<file path="src/rtl/core/fis_pkg.sv">
// ----------------------------------------------------------------------------
// fis_pkg
// Shared types, widths and helper functions for the frame interval smoother.
// ----------------------------------------------------------------------------
package fis_pkg;

    // Fixed-point and counter sizing
    localparam int FRAC_BITS   = 8;
    localparam int COUNT_WIDTH = 16;

    // Field widths
    localparam int TS_W     = 63;
    localparam int RAW_W    = 32;
    localparam int SMOOTH_W = 40;
    localparam int SUM_W    = 40;
    localparam int RATE_W   = 24;
    localparam int GAIN_W   = 8;
    localparam int GAIN_FRAC = 8;
    localparam int PROD_W   = SMOOTH_W + GAIN_W;

    // Rate division operands
    localparam int NUM_W       = COUNT_WIDTH + RAW_W;
    localparam int DIVIDEND_W  = NUM_W + FRAC_BITS;
    localparam int DIV_CNT_W   = $clog2(DIVIDEND_W + 1);

    // Configuration port
    localparam int DATA_W = 32;
    localparam int ADDR_W = 5;

    localparam logic [SMOOTH_W-1:0] SMOOTH_MAX = '1;
    localparam logic [SUM_W-1:0]    SUM_MAX    = '1;
    localparam logic [RATE_W-1:0]   RATE_MAX   = '1;
    localparam logic [COUNT_WIDTH-1:0] COUNT_MAX = '1;

    typedef enum logic [2:0] {
        REG_TICK_RATE        = 3'd0,
        REG_MAX_INTERVAL     = 3'd1,
        REG_RELOAD_THRESHOLD = 3'd2,
        REG_FAST_THRESHOLD   = 3'd3,
        REG_FAST_GAIN        = 3'd4,
        REG_SLOW_GAIN        = 3'd5,
        REG_STATS_WINDOW     = 3'd6,
        REG_INITIAL_INTERVAL = 3'd7
    } fis_reg_idx_t;

    typedef struct packed {
        logic [RAW_W-1:0]  tick_rate;
        logic [RAW_W-1:0]  max_interval;
        logic [RAW_W-1:0]  reload_threshold;
        logic [RAW_W-1:0]  fast_threshold;
        logic [GAIN_W-1:0] fast_gain;
        logic [GAIN_W-1:0] slow_gain;
        logic [RAW_W-1:0]  stats_window;
        logic [RAW_W-1:0]  initial_interval;
    } fis_cfg_t;

    typedef struct packed {
        logic busy;
        logic done;
    } fis_div_status_t;

    typedef enum logic [2:0] {
        ST_IDLE,
        ST_DIFF,
        ST_MULT,
        ST_STEP,
        ST_DIV,
        ST_EMIT
    } fis_state_t;

    // Ticks to Q32.FRAC_BITS, saturating at the smoothed field's maximum.
    function automatic logic [SMOOTH_W-1:0] to_q(input logic [RAW_W-1:0] ticks);
        logic [63:0] wide;
        wide = 64'(ticks) << FRAC_BITS;
        return (wide > 64'(SMOOTH_MAX)) ? SMOOTH_MAX : wide[SMOOTH_W-1:0];
    endfunction

endpackage

</file>
<file path="src/rtl/core/fis_regs.sv">
// ----------------------------------------------------------------------------
// fis_regs
// Configuration register file behind the APB-style port.
// ----------------------------------------------------------------------------
module fis_regs (
    input  logic                       clk,
    input  logic                       rst_n,
    input  logic                       psel,
    input  logic                       penable,
    input  logic                       pwrite,
    input  logic [fis_pkg::ADDR_W-1:0] paddr,
    input  logic [fis_pkg::DATA_W-1:0] pwdata,
    output logic [fis_pkg::DATA_W-1:0] prdata,
    output fis_pkg::fis_cfg_t          cfg
);
    import fis_pkg::*;

    fis_cfg_t     cfg_reg;
    fis_reg_idx_t idx;
    logic         wr_en;

    assign idx   = fis_reg_idx_t'(paddr[ADDR_W-1:2]);
    assign wr_en = psel && penable && pwrite;
    assign cfg   = cfg_reg;

    always_ff @(posedge clk or negedge rst_n)
    begin
        if (!rst_n)
        begin
            cfg_reg.tick_rate        <= 32'd10000000;
            cfg_reg.max_interval     <= 32'd1000000;
            cfg_reg.reload_threshold <= 32'd500000;
            cfg_reg.fast_threshold   <= 32'd83333;
            cfg_reg.fast_gain        <= 8'd46;
            cfg_reg.slow_gain        <= 8'd82;
            cfg_reg.stats_window     <= 32'd5000000;
            cfg_reg.initial_interval <= 32'd166667;
        end
        else if (wr_en)
        begin
            case (idx)
                REG_TICK_RATE:        cfg_reg.tick_rate        <= pwdata;
                REG_MAX_INTERVAL:     cfg_reg.max_interval     <= pwdata;
                REG_RELOAD_THRESHOLD: cfg_reg.reload_threshold <= pwdata;
                REG_FAST_THRESHOLD:   cfg_reg.fast_threshold   <= pwdata;
                REG_FAST_GAIN:        cfg_reg.fast_gain        <= pwdata[GAIN_W-1:0];
                REG_SLOW_GAIN:        cfg_reg.slow_gain        <= pwdata[GAIN_W-1:0];
                REG_STATS_WINDOW:     cfg_reg.stats_window     <= pwdata;
                REG_INITIAL_INTERVAL: cfg_reg.initial_interval <= pwdata;
                default:              ;
            endcase
        end
    end

    always_comb
    begin
        case (idx)
            REG_TICK_RATE:        prdata = cfg_reg.tick_rate;
            REG_MAX_INTERVAL:     prdata = cfg_reg.max_interval;
            REG_RELOAD_THRESHOLD: prdata = cfg_reg.reload_threshold;
            REG_FAST_THRESHOLD:   prdata = cfg_reg.fast_threshold;
            REG_FAST_GAIN:        prdata = DATA_W'(cfg_reg.fast_gain);
            REG_SLOW_GAIN:        prdata = DATA_W'(cfg_reg.slow_gain);
            REG_STATS_WINDOW:     prdata = cfg_reg.stats_window;
            REG_INITIAL_INTERVAL: prdata = cfg_reg.initial_interval;
            default:              prdata = '0;
        endcase
    end

endmodule

</file>
<file path="src/rtl/core/fis_divider.sv">
// ----------------------------------------------------------------------------
// fis_divider
// Restoring long divider, one quotient bit per cycle.
// ----------------------------------------------------------------------------
module fis_divider (
    input  logic                             clk,
    input  logic                             rst_n,
    input  logic                             start,
    input  logic [fis_pkg::DIVIDEND_W-1:0]   dividend,
    input  logic [fis_pkg::SUM_W-1:0]        divisor,
    output logic [fis_pkg::DIVIDEND_W-1:0]   quotient,
    output fis_pkg::fis_div_status_t         status
);
    import fis_pkg::*;

    logic [DIVIDEND_W-1:0] dq_reg, dq_next;
    logic [SUM_W-1:0]      rem_reg, rem_next;
    logic [SUM_W-1:0]      dvs_reg, dvs_next;
    logic [DIV_CNT_W-1:0]  cnt_reg, cnt_next;
    logic                  busy_reg, busy_next;
    logic                  done_reg, done_next;
    logic [SUM_W:0]        trial;
    logic [SUM_W:0]        diff;
    logic                  fits;

    // The partial remainder is shifted one dividend bit at a time.
    assign trial = {rem_reg, dq_reg[DIVIDEND_W-1]};
    assign diff  = trial - {1'b0, dvs_reg};
    assign fits  = trial >= {1'b0, dvs_reg};

    always_comb
    begin
        dq_next   = dq_reg;
        rem_next  = rem_reg;
        dvs_next  = dvs_reg;
        cnt_next  = cnt_reg;
        busy_next = busy_reg;
        done_next = 1'b0;
        if (start)
        begin
            dq_next   = dividend;
            rem_next  = '0;
            dvs_next  = divisor;
            cnt_next  = DIV_CNT_W'(DIVIDEND_W);
            busy_next = 1'b1;
        end
        else if (busy_reg)
        begin
            rem_next = fits ? diff[SUM_W-1:0] : trial[SUM_W-1:0];
            dq_next  = {dq_reg[DIVIDEND_W-2:0], fits};
            cnt_next = cnt_reg - 1'b1;
            if (cnt_reg == DIV_CNT_W'(1))
            begin
                busy_next = 1'b0;
                done_next = 1'b1;
            end
        end
    end

    always_ff @(posedge clk or negedge rst_n)
    begin
        if (!rst_n)
        begin
            cnt_reg  <= '0;
            busy_reg <= 1'b0;
            done_reg <= 1'b0;
        end
        else
        begin
            cnt_reg  <= cnt_next;
            busy_reg <= busy_next;
            done_reg <= done_next;
        end
    end

    always_ff @(posedge clk)
    begin
        dq_reg  <= dq_next;
        rem_reg <= rem_next;
        dvs_reg <= dvs_next;
    end

    assign quotient    = dq_reg;
    assign status.busy = busy_reg;
    assign status.done = done_reg;

endmodule

</file>
<file path="src/rtl/core/frame_interval_smoother.sv">
// ----------------------------------------------------------------------------
// frame_interval_smoother
// Smooths frame-to-frame timer intervals and measures the frame rate.
// ----------------------------------------------------------------------------
//
//  Channel  Direction  Handshake              Payload
//  in       to block   in_valid / in_stall    timestamp (63 bit)
//  out      from block out_valid / out_stall  raw_interval, smoothed_interval,
//                                             frame_rate, rate_updated
//  cfg      to block   psel/penable/pwrite    paddr, pwdata, prdata, pready
//
//  A transaction without a rate update passes through DIFF, MULT, STEP
//  and EMIT (a priming one skips MULT and STEP) and is loaded into the
//  result register on leaving EMIT; the next one can be accepted in the
//  following cycle. When the interval sum reaches the window and is not
//  zero, the transaction also waits in DIV for the serial divider.
//  in_stall is high from acceptance until the result has been loaded into
//  the output register, which then waits for out_stall to fall while the
//  next transaction is already being worked on.
//  Reset clears control, smoothing and rate state; config takes defaults.
//
// The first transaction after reset primes the block: it stores the
// timestamp and reports initial_interval as both raw and smoothed values.
// Later transactions form the clamped raw interval, update the Q32.8
// smoothed interval by an exponential step (or reload it), and accumulate
// the statistics from which the Q16.8 frame rate is derived.
// ----------------------------------------------------------------------------
module frame_interval_smoother (
    input  logic                        clk,
    input  logic                        rst_n,
    // input channel
    input  logic                        in_valid,
    output logic                        in_stall,
    input  logic [fis_pkg::TS_W-1:0]    timestamp,
    // output channel
    output logic                        out_valid,
    input  logic                        out_stall,
    output logic [fis_pkg::RAW_W-1:0]   raw_interval,
    output logic [fis_pkg::SMOOTH_W-1:0] smoothed_interval,
    output logic [fis_pkg::RATE_W-1:0]  frame_rate,
    output logic                        rate_updated,
    // configuration port
    input  logic                        psel,
    input  logic                        penable,
    input  logic                        pwrite,
    input  logic [fis_pkg::ADDR_W-1:0]  paddr,
    input  logic [fis_pkg::DATA_W-1:0]  pwdata,
    output logic [fis_pkg::DATA_W-1:0]  prdata,
    output logic                        pready
);
    import fis_pkg::*;

    fis_cfg_t        cfg;
    fis_div_status_t div_status;
    logic [DIVIDEND_W-1:0] div_quotient;
    logic [DIVIDEND_W-1:0] div_dividend;
    logic                  div_start;

    fis_state_t state_reg, state_next;

    // Control registers
    logic primed_reg, primed_next;
    logic out_valid_reg, out_valid_next;

    // Working registers
    logic [TS_W-1:0]        ts_reg, ts_next;
    logic [TS_W-1:0]        last_ts_reg, last_ts_next;
    logic [RAW_W-1:0]       raw_reg, raw_next;
    logic [SMOOTH_W-1:0]    smooth_reg, smooth_next;
    logic [SUM_W-1:0]       sum_reg, sum_next;
    logic [COUNT_WIDTH-1:0] count_reg, count_next;
    logic [RATE_W-1:0]      rate_reg, rate_next;
    logic                   updated_reg, updated_next;
    logic [PROD_W-1:0]      prod_reg, prod_next;
    logic                   up_reg, up_next;
    logic                   reload_reg, reload_next;

    // Result register
    logic [RAW_W-1:0]    out_raw_reg, out_raw_next;
    logic [SMOOTH_W-1:0] out_smooth_reg, out_smooth_next;
    logic [RATE_W-1:0]   out_rate_reg, out_rate_next;
    logic                out_updated_reg, out_updated_next;

    // Datapath terms
    logic                   in_accept;
    logic                   emit_go;
    logic [TS_W-1:0]        ts_diff;
    logic [RAW_W-1:0]       raw_clamped;
    logic [SMOOTH_W-1:0]    raw_q;
    logic [SMOOTH_W-1:0]    mag;
    logic [GAIN_W-1:0]      gain;
    logic [SUM_W:0]         sum_wide;
    logic [PROD_W:0]        step_dn_wide;
    logic                   rate_due;
    logic [NUM_W-1:0]       num;

    fis_regs u_regs (
        .clk     (clk),
        .rst_n   (rst_n),
        .psel    (psel),
        .penable (penable),
        .pwrite  (pwrite),
        .paddr   (paddr),
        .pwdata  (pwdata),
        .prdata  (prdata),
        .cfg     (cfg)
    );

    fis_divider u_div (
        .clk      (clk),
        .rst_n    (rst_n),
        .start    (div_start),
        .dividend (div_dividend),
        .divisor  (sum_reg),
        .quotient (div_quotient),
        .status   (div_status)
    );

    assign pready    = 1'b1;
    assign in_stall  = (state_reg != ST_IDLE);
    assign in_accept = in_valid && !in_stall;
    assign emit_go   = !out_valid_reg || !out_stall;

    // Raw interval: zero when time runs backwards, clamped to max_interval.
    assign ts_diff     = (ts_reg >= last_ts_reg) ? (ts_reg - last_ts_reg) : '0;
    assign raw_clamped = (ts_diff > TS_W'(cfg.max_interval)) ? cfg.max_interval
                                                             : ts_diff[RAW_W-1:0];
    assign raw_q       = to_q(raw_reg);

    // Smoothing step operands: magnitude of the error times the chosen gain.
    assign mag  = (raw_q >= smooth_reg) ? (raw_q - smooth_reg) : (smooth_reg - raw_q);
    assign gain = (raw_reg <= cfg.fast_threshold) ? cfg.fast_gain : cfg.slow_gain;

    // Downward steps round toward minus infinity, hence the added bias.
    assign step_dn_wide = {1'b0, prod_reg} + (PROD_W + 1)'((1 << GAIN_FRAC) - 1);

    assign sum_wide = {1'b0, sum_reg} + (SUM_W + 1)'(raw_reg);
    assign rate_due = sum_reg >= SUM_W'(cfg.stats_window);

    // Frame rate in Q16.8 is (count * tick_rate << FRAC_BITS) / sum.
    assign num          = NUM_W'(count_reg) * NUM_W'(cfg.tick_rate);
    assign div_dividend = {num, FRAC_BITS'(0)};
    assign div_start    = (state_reg == ST_STEP) && rate_due && (sum_reg != '0);

    // Sequencer: next state
    always_comb
    begin
        state_next = state_reg;
        case (state_reg)
            ST_IDLE:
            begin
                if (in_accept)
                begin
                    state_next = ST_DIFF;
                end
            end
            ST_DIFF:
            begin
                state_next = primed_reg ? ST_MULT : ST_EMIT;
            end
            ST_MULT:
            begin
                state_next = ST_STEP;
            end
            ST_STEP:
            begin
                state_next = div_start ? ST_DIV : ST_EMIT;
            end
            ST_DIV:
            begin
                if (div_status.done)
                begin
                    state_next = ST_EMIT;
                end
            end
            ST_EMIT:
            begin
                if (emit_go)
                begin
                    state_next = ST_IDLE;
                end
            end
            default:
            begin
                state_next = ST_IDLE;
            end
        endcase
    end

    // Sequencer: datapath and result updates
    always_comb
    begin
        primed_next      = primed_reg;
        ts_next          = ts_reg;
        last_ts_next     = last_ts_reg;
        raw_next         = raw_reg;
        smooth_next      = smooth_reg;
        sum_next         = sum_reg;
        count_next       = count_reg;
        rate_next        = rate_reg;
        updated_next     = updated_reg;
        prod_next        = prod_reg;
        up_next          = up_reg;
        reload_next      = reload_reg;
        out_raw_next     = out_raw_reg;
        out_smooth_next  = out_smooth_reg;
        out_rate_next    = out_rate_reg;
        out_updated_next = out_updated_reg;
        out_valid_next   = out_valid_reg && out_stall;

        case (state_reg)
            ST_IDLE:
            begin
                if (in_accept)
                begin
                    ts_next = timestamp;
                end
            end
            ST_DIFF:
            begin
                last_ts_next = ts_reg;
                updated_next = 1'b0;
                if (!primed_reg)
                begin
                    // Priming transaction: statistics are left alone.
                    primed_next = 1'b1;
                    raw_next    = cfg.initial_interval;
                    smooth_next = to_q(cfg.initial_interval);
                end
                else
                begin
                    raw_next = raw_clamped;
                end
            end
            ST_MULT:
            begin
                reload_next = (raw_reg >= cfg.reload_threshold) || (smooth_reg == '0);
                up_next     = raw_q >= smooth_reg;
                prod_next   = PROD_W'(mag) * PROD_W'(gain);
                sum_next    = sum_wide[SUM_W] ? SUM_MAX : sum_wide[SUM_W-1:0];
                if (count_reg != COUNT_MAX)
                begin
                    count_next = count_reg + 1'b1;
                end
            end
            ST_STEP:
            begin
                if (reload_reg)
                begin
                    smooth_next = raw_q;
                end
                else if (up_reg)
                begin
                    smooth_next = smooth_reg + SMOOTH_W'(prod_reg >> GAIN_FRAC);
                end
                else
                begin
                    smooth_next = smooth_reg - SMOOTH_W'(step_dn_wide >> GAIN_FRAC);
                end
                if (rate_due && (sum_reg == '0))
                begin
                    // An empty window gives a rate of zero.
                    rate_next    = '0;
                    sum_next     = '0;
                    count_next   = '0;
                    updated_next = 1'b1;
                end
            end
            ST_DIV:
            begin
                if (div_status.done)
                begin
                    rate_next = (div_quotient > DIVIDEND_W'(RATE_MAX))
                              ? RATE_MAX : div_quotient[RATE_W-1:0];
                    sum_next     = '0;
                    count_next   = '0;
                    updated_next = 1'b1;
                end
            end
            ST_EMIT:
            begin
                if (emit_go)
                begin
                    out_valid_next   = 1'b1;
                    out_raw_next     = raw_reg;
                    out_smooth_next  = smooth_reg;
                    out_rate_next    = rate_reg;
                    out_updated_next = updated_reg;
                end
            end
            default:
            begin
            end
        endcase
    end

    always_ff @(posedge clk or negedge rst_n)
    begin
        if (!rst_n)
        begin
            state_reg     <= ST_IDLE;
            primed_reg    <= 1'b0;
            out_valid_reg <= 1'b0;
            last_ts_reg   <= '0;
            smooth_reg    <= '0;
            sum_reg       <= '0;
            count_reg     <= '0;
            rate_reg      <= '0;
        end
        else
        begin
            state_reg     <= state_next;
            primed_reg    <= primed_next;
            out_valid_reg <= out_valid_next;
            last_ts_reg   <= last_ts_next;
            smooth_reg    <= smooth_next;
            sum_reg       <= sum_next;
            count_reg     <= count_next;
            rate_reg      <= rate_next;
        end
    end

    always_ff @(posedge clk)
    begin
        ts_reg          <= ts_next;
        raw_reg         <= raw_next;
        updated_reg     <= updated_next;
        prod_reg        <= prod_next;
        up_reg          <= up_next;
        reload_reg      <= reload_next;
        out_raw_reg     <= out_raw_next;
        out_smooth_reg  <= out_smooth_next;
        out_rate_reg    <= out_rate_next;
        out_updated_reg <= out_updated_next;
    end

    assign out_valid         = out_valid_reg;
    assign raw_interval      = out_raw_reg;
    assign smoothed_interval = out_smooth_reg;
    assign frame_rate        = out_rate_reg;
    assign rate_updated      = out_updated_reg;

    // Once primed, the block stays primed until the next reset.
    a_primed_sticky: assert property (@(posedge clk) disable iff (!rst_n)
        primed_reg |=> primed_reg)
        else $error("primed flag dropped");

    // The divider is never started on an empty window.
    a_div_nonzero: assert property (@(posedge clk) disable iff (!rst_n)
        div_start |-> (sum_reg != '0))
        else $error("rate division started with zero divisor");

    // A division completes only while the sequencer is waiting on it.
    a_div_done_state: assert property (@(posedge clk) disable iff (!rst_n)
        div_status.done |-> (state_reg == ST_DIV))
        else $error("divider finished outside the division state");

    // An accepted transaction closes the input until its result is loaded.
    a_accept_blocks: assert property (@(posedge clk) disable iff (!rst_n)
        in_accept |=> in_stall)
        else $error("input reopened right after acceptance");

endmodule

</file>
<file path="config.mk">
export PLATFORM = sky130hd
export DESIGN_NAME = frame_interval_smoother
export DESIGN_NICKNAME = d
export VERILOG_FILES = /design/src/rtl/core/fis_pkg.sv /design/src/rtl/core/fis_regs.sv /design/src/rtl/core/fis_divider.sv /design/src/rtl/core/frame_interval_smoother.sv
export SDC_FILE = /design/constraint.sdc
export NUM_CORES = 2
export LEC_CHECK = 0
export ABC_CLOCK_PERIOD_IN_PS = 9900
export BUFFER_PORTS_ARGS = -buffer_cell sky130_fd_sc_hd__buf_2
export CAP_MARGIN = 20
export CORE_ASPECT_RATIO = 1.75
export CORE_UTILIZATION = 40
export DETAILED_ROUTE_END_ITERATION = 8
export HOLD_SLACK_MARGIN = 0.15
export PLACE_DENSITY = 0.66
export SYNTH_ARGS = -nofsm -noshare
export SYNTH_HDL_FRONTEND = slang
export SYNTH_SLANG_ARGS = --single-unit
</file>
<file path="constraint.sdc">
create_clock -name clk -period 9.9 [get_ports clk]
set_input_delay 1.98 -clock clk [delete_from_list [all_inputs] [get_ports clk]]
set_output_delay 1.98 -clock clk [all_outputs]
set_load 0.1 [all_outputs]
</file>
==> out/metrics.cfg <==
[run_status]
status = finished, final reports clean

[setup_path]
worstPathRequired_ns = 10.32
max_stage_delay_ns = 0.56
crit_type = register to register
cp.arrival_ns = 9.93
cp-start-kind = register
worst-r2r-setup-slack_ns = 0.39
crit_top_cell = buf_4
cp_slowest_cell = fa_1
cp_max_fo = 14
r2r_start = raw_reg[0]$_DFFE_PP_
reg2reg_depth = 37
reg2reg_to = prod_reg[47]$_DFFE_PP_
end_kind = register

[grt]
track_usage_pct = 27.13
grt_start_max_net_pins = 140
antenna_found_initial = 42
met2_usage_pct = 47.28
busiest_layer = met2
use_met3_pct = 5.007
grt_pass1_wl_um = 384900
grt_pass1_vias = 65040
global_route.usage.met1_pct = 28.63
grt.overflow.total = 0

[cts]
clk_latency_ns = 0.69
cts_root_buf = clkbuf_16
cts_made_buffers = 79
cts_tree = built
clkTransAtPathRegs_ns = 0.07
clk_path_buf_depth = 3
htreeDepth = 3
numClockSinks = 783

[yosys]
synth_top_area_cell = fa_1
synth_area_leaders = fa_1, edfxtp_1, dfrtp_1
yosys.area.top_type_share_pct = 17.57
syn_inst = 8230
ys_types = 105
yosysWarnings = 0
synth_ff_type = dfrtp_1
synth_edf_count = 331
synth_area_um2 = 74160
synth_seq_cells = 783
seq_area_frac_synth_pct = 28.42
async_flop_share_pct = 51.60
avgSynthCellArea_um2 = 9.011
synth_nets = 9546

[place]
portBuffers = 235
gp_congestion = 0.9807
hpwl_um = 199800

[timing]
slew_headroom_pct = 21.50
setup_tns_ns = 0
rsz0062_at_grt = no
drv_slew = 0
skew_ns = 0.04982
hold_viol = 0
tightest_slew_ns = 1.178
setup_viol = 0
fmax_ghz = 0.1052
period_minus_slack_ns = 9.506
fin_crit_sh_pct = 96.02

[routing]
vias_per_cell = 5.742
num_vias = 62740
wl_um = 255000
postRouteAntennaNets = 0
drtIter0Drc = 4900
first_pass_iters = 6
post-route-drc-count = 0
wl_per_cell_um = 23.33

[floorplanning]
die_area_um2 = 187200
start_util_pct = 40.36
pin_count = 239
dieWidth_um = 327.5
die_y_um = 571.6
rows = 208
core_um2 = 183700

[final_layout]
drive_above_1_share_pct = 11.10
largest_reg_flops = 208
final_common_cell = nand2_1
num-nets-final = 9752
fill_cells = 17820
final_cell_mix = nand2_1, inv_1, fa_1
synthToLayoutAreaGrowth_pct = 11.09

[flow_run]
maxCapViolations = 0

[worst_hold_path]
hold_path_depth = 0
hold_class = register to register
hold_start = rate_reg[11]$_DFFE_PN0P_
min_delay_worst_endpoint = frame_rate[11]$_DFFE_PP_

[cells in the mapped netlist (all sizes together) (50+ instances only)]
master / n
a31oi: 84
nand4: 101
dfrtp: 352
buf: 50
nor4: 62
nor2b: 72
clkbuf: 376
a21o: 230
mux2i: 85
fa: 651
edfxtp: 331
nor2: 627
xnor2: 175
nand2: 1015
ha: 558
a21oi: 413
o21ai: 514
nor3: 95
and2: 161
mux2: 89
a211oi: 96
nand3: 128
a22oi: 51
inv: 1017
dfstp: 52
nand2b: 93
xor2: 137
[cell type report]
cell class | count | area [um^2] | share of cell area (%)
multi-input cells | 6003 | 47860 | 58.10
flip-flops and latches | 783 | 21080 | 25.59
inverters | 1018 | 3822 | 4.640
repair buffers | 551 | 3739 | 4.538
well taps | 2415 | 3022 | 3.668
clock buffers | 98 | 2206 | 2.677
clock inverters | 49 | 628.1 | 0.7624
diodes | 10 | 25.02 | 0.03037
[per-layer routing]
| layer | share of wire [%] | wire, um |
|---|---|---|
| met2 | 49 | 124800 |
| met1 | 35 | 88210 |
| met4 | 9.3 | 23800 |
| met3 | 7.0 | 17940 |
| met5 | 0.091 | 233 |
[stage by stage]
step / area (um^2) / std cells / hold slack (ns) / util [%] / setup WS [ns]
2_1_floorplan: 74160 / 8230 / 0.4003 / - / 1.505
3_3_place_gp: 79400 / 10770 / 0.4321 / 43.22 / 0.2275
3_5_place_dp: 79400 / 10770 / 0.4322 / 43.22 / 0.1677
4_1_cts: 82240 / 10910 / 0.4470 / 44.76 / 0.1043
5_1_grt: 82370 / 10920 / 0.4609 / 44.83 / 0.002046
6_report: 82390 / 10930 / 0.4453 / 44.84 / 0.3938
[how the worst max path moves through the flow]
stage               slack, ns                       from  cells past startpoint                      to
floorplan                1.51  smooth_reg[0]$_DFFE_PN0P_                     36  prod_reg[46]$_DFFE_PP_
CTS                      0.10       raw_reg[0]$_DFFE_PP_                     35  prod_reg[47]$_DFFE_PP_
finish                   0.39       raw_reg[0]$_DFFE_PP_                     37  prod_reg[47]$_DFFE_PP_
global route            0.002       raw_reg[1]$_DFFE_PP_                     33  prod_reg[47]$_DFFE_PP_
detailed placement       0.17       raw_reg[0]$_DFFE_PP_                     35  prod_reg[47]$_DFFE_PP_
global placement         0.23       raw_reg[0]$_DFFE_PP_                     37  prod_reg[47]$_DFFE_PP_
[worst max-delay path: cells and delay by family (launching register included)]
| kind | cells | cell delay, ns |
|---|---|---|
| buffers and inverters | 7 | 1.20 |
| adders and majority gates | 6 | 2.51 |
| xor gates and xnor gates | 2 | 0.23 |
| AOI/OAI and AO/OA | 18 | 3.98 |
| DFF | 1 | 0.42 |
| and+or+nand+nor | 4 | 0.89 |
[repair_timing]
| item | in CTS | in global routing |
|---|---|---|
| setup endpoints to repair | 0 | 8 |
| hold buffers | 0 | 0 |
| setup buffers | 0 | 0 |
| resized for setup | 0 | 11 |
[kinds of logic after synthesis]
group,after synthesis,synth area share [%]
other,1,0.005056
xor gates and xnor gates,312,3.685
DFF,783,28.42
buffers and inverters,1444,7.395
adders and majority gates,1209,26.99
AOI/OAI and AO/OA,1765,15.13
and+or+nand+nor,2535,15.67
muxes,181,2.711
Power is not shown: default switching activity piles up to over one toggle a cycle in this logic, so the estimate is an artifact.
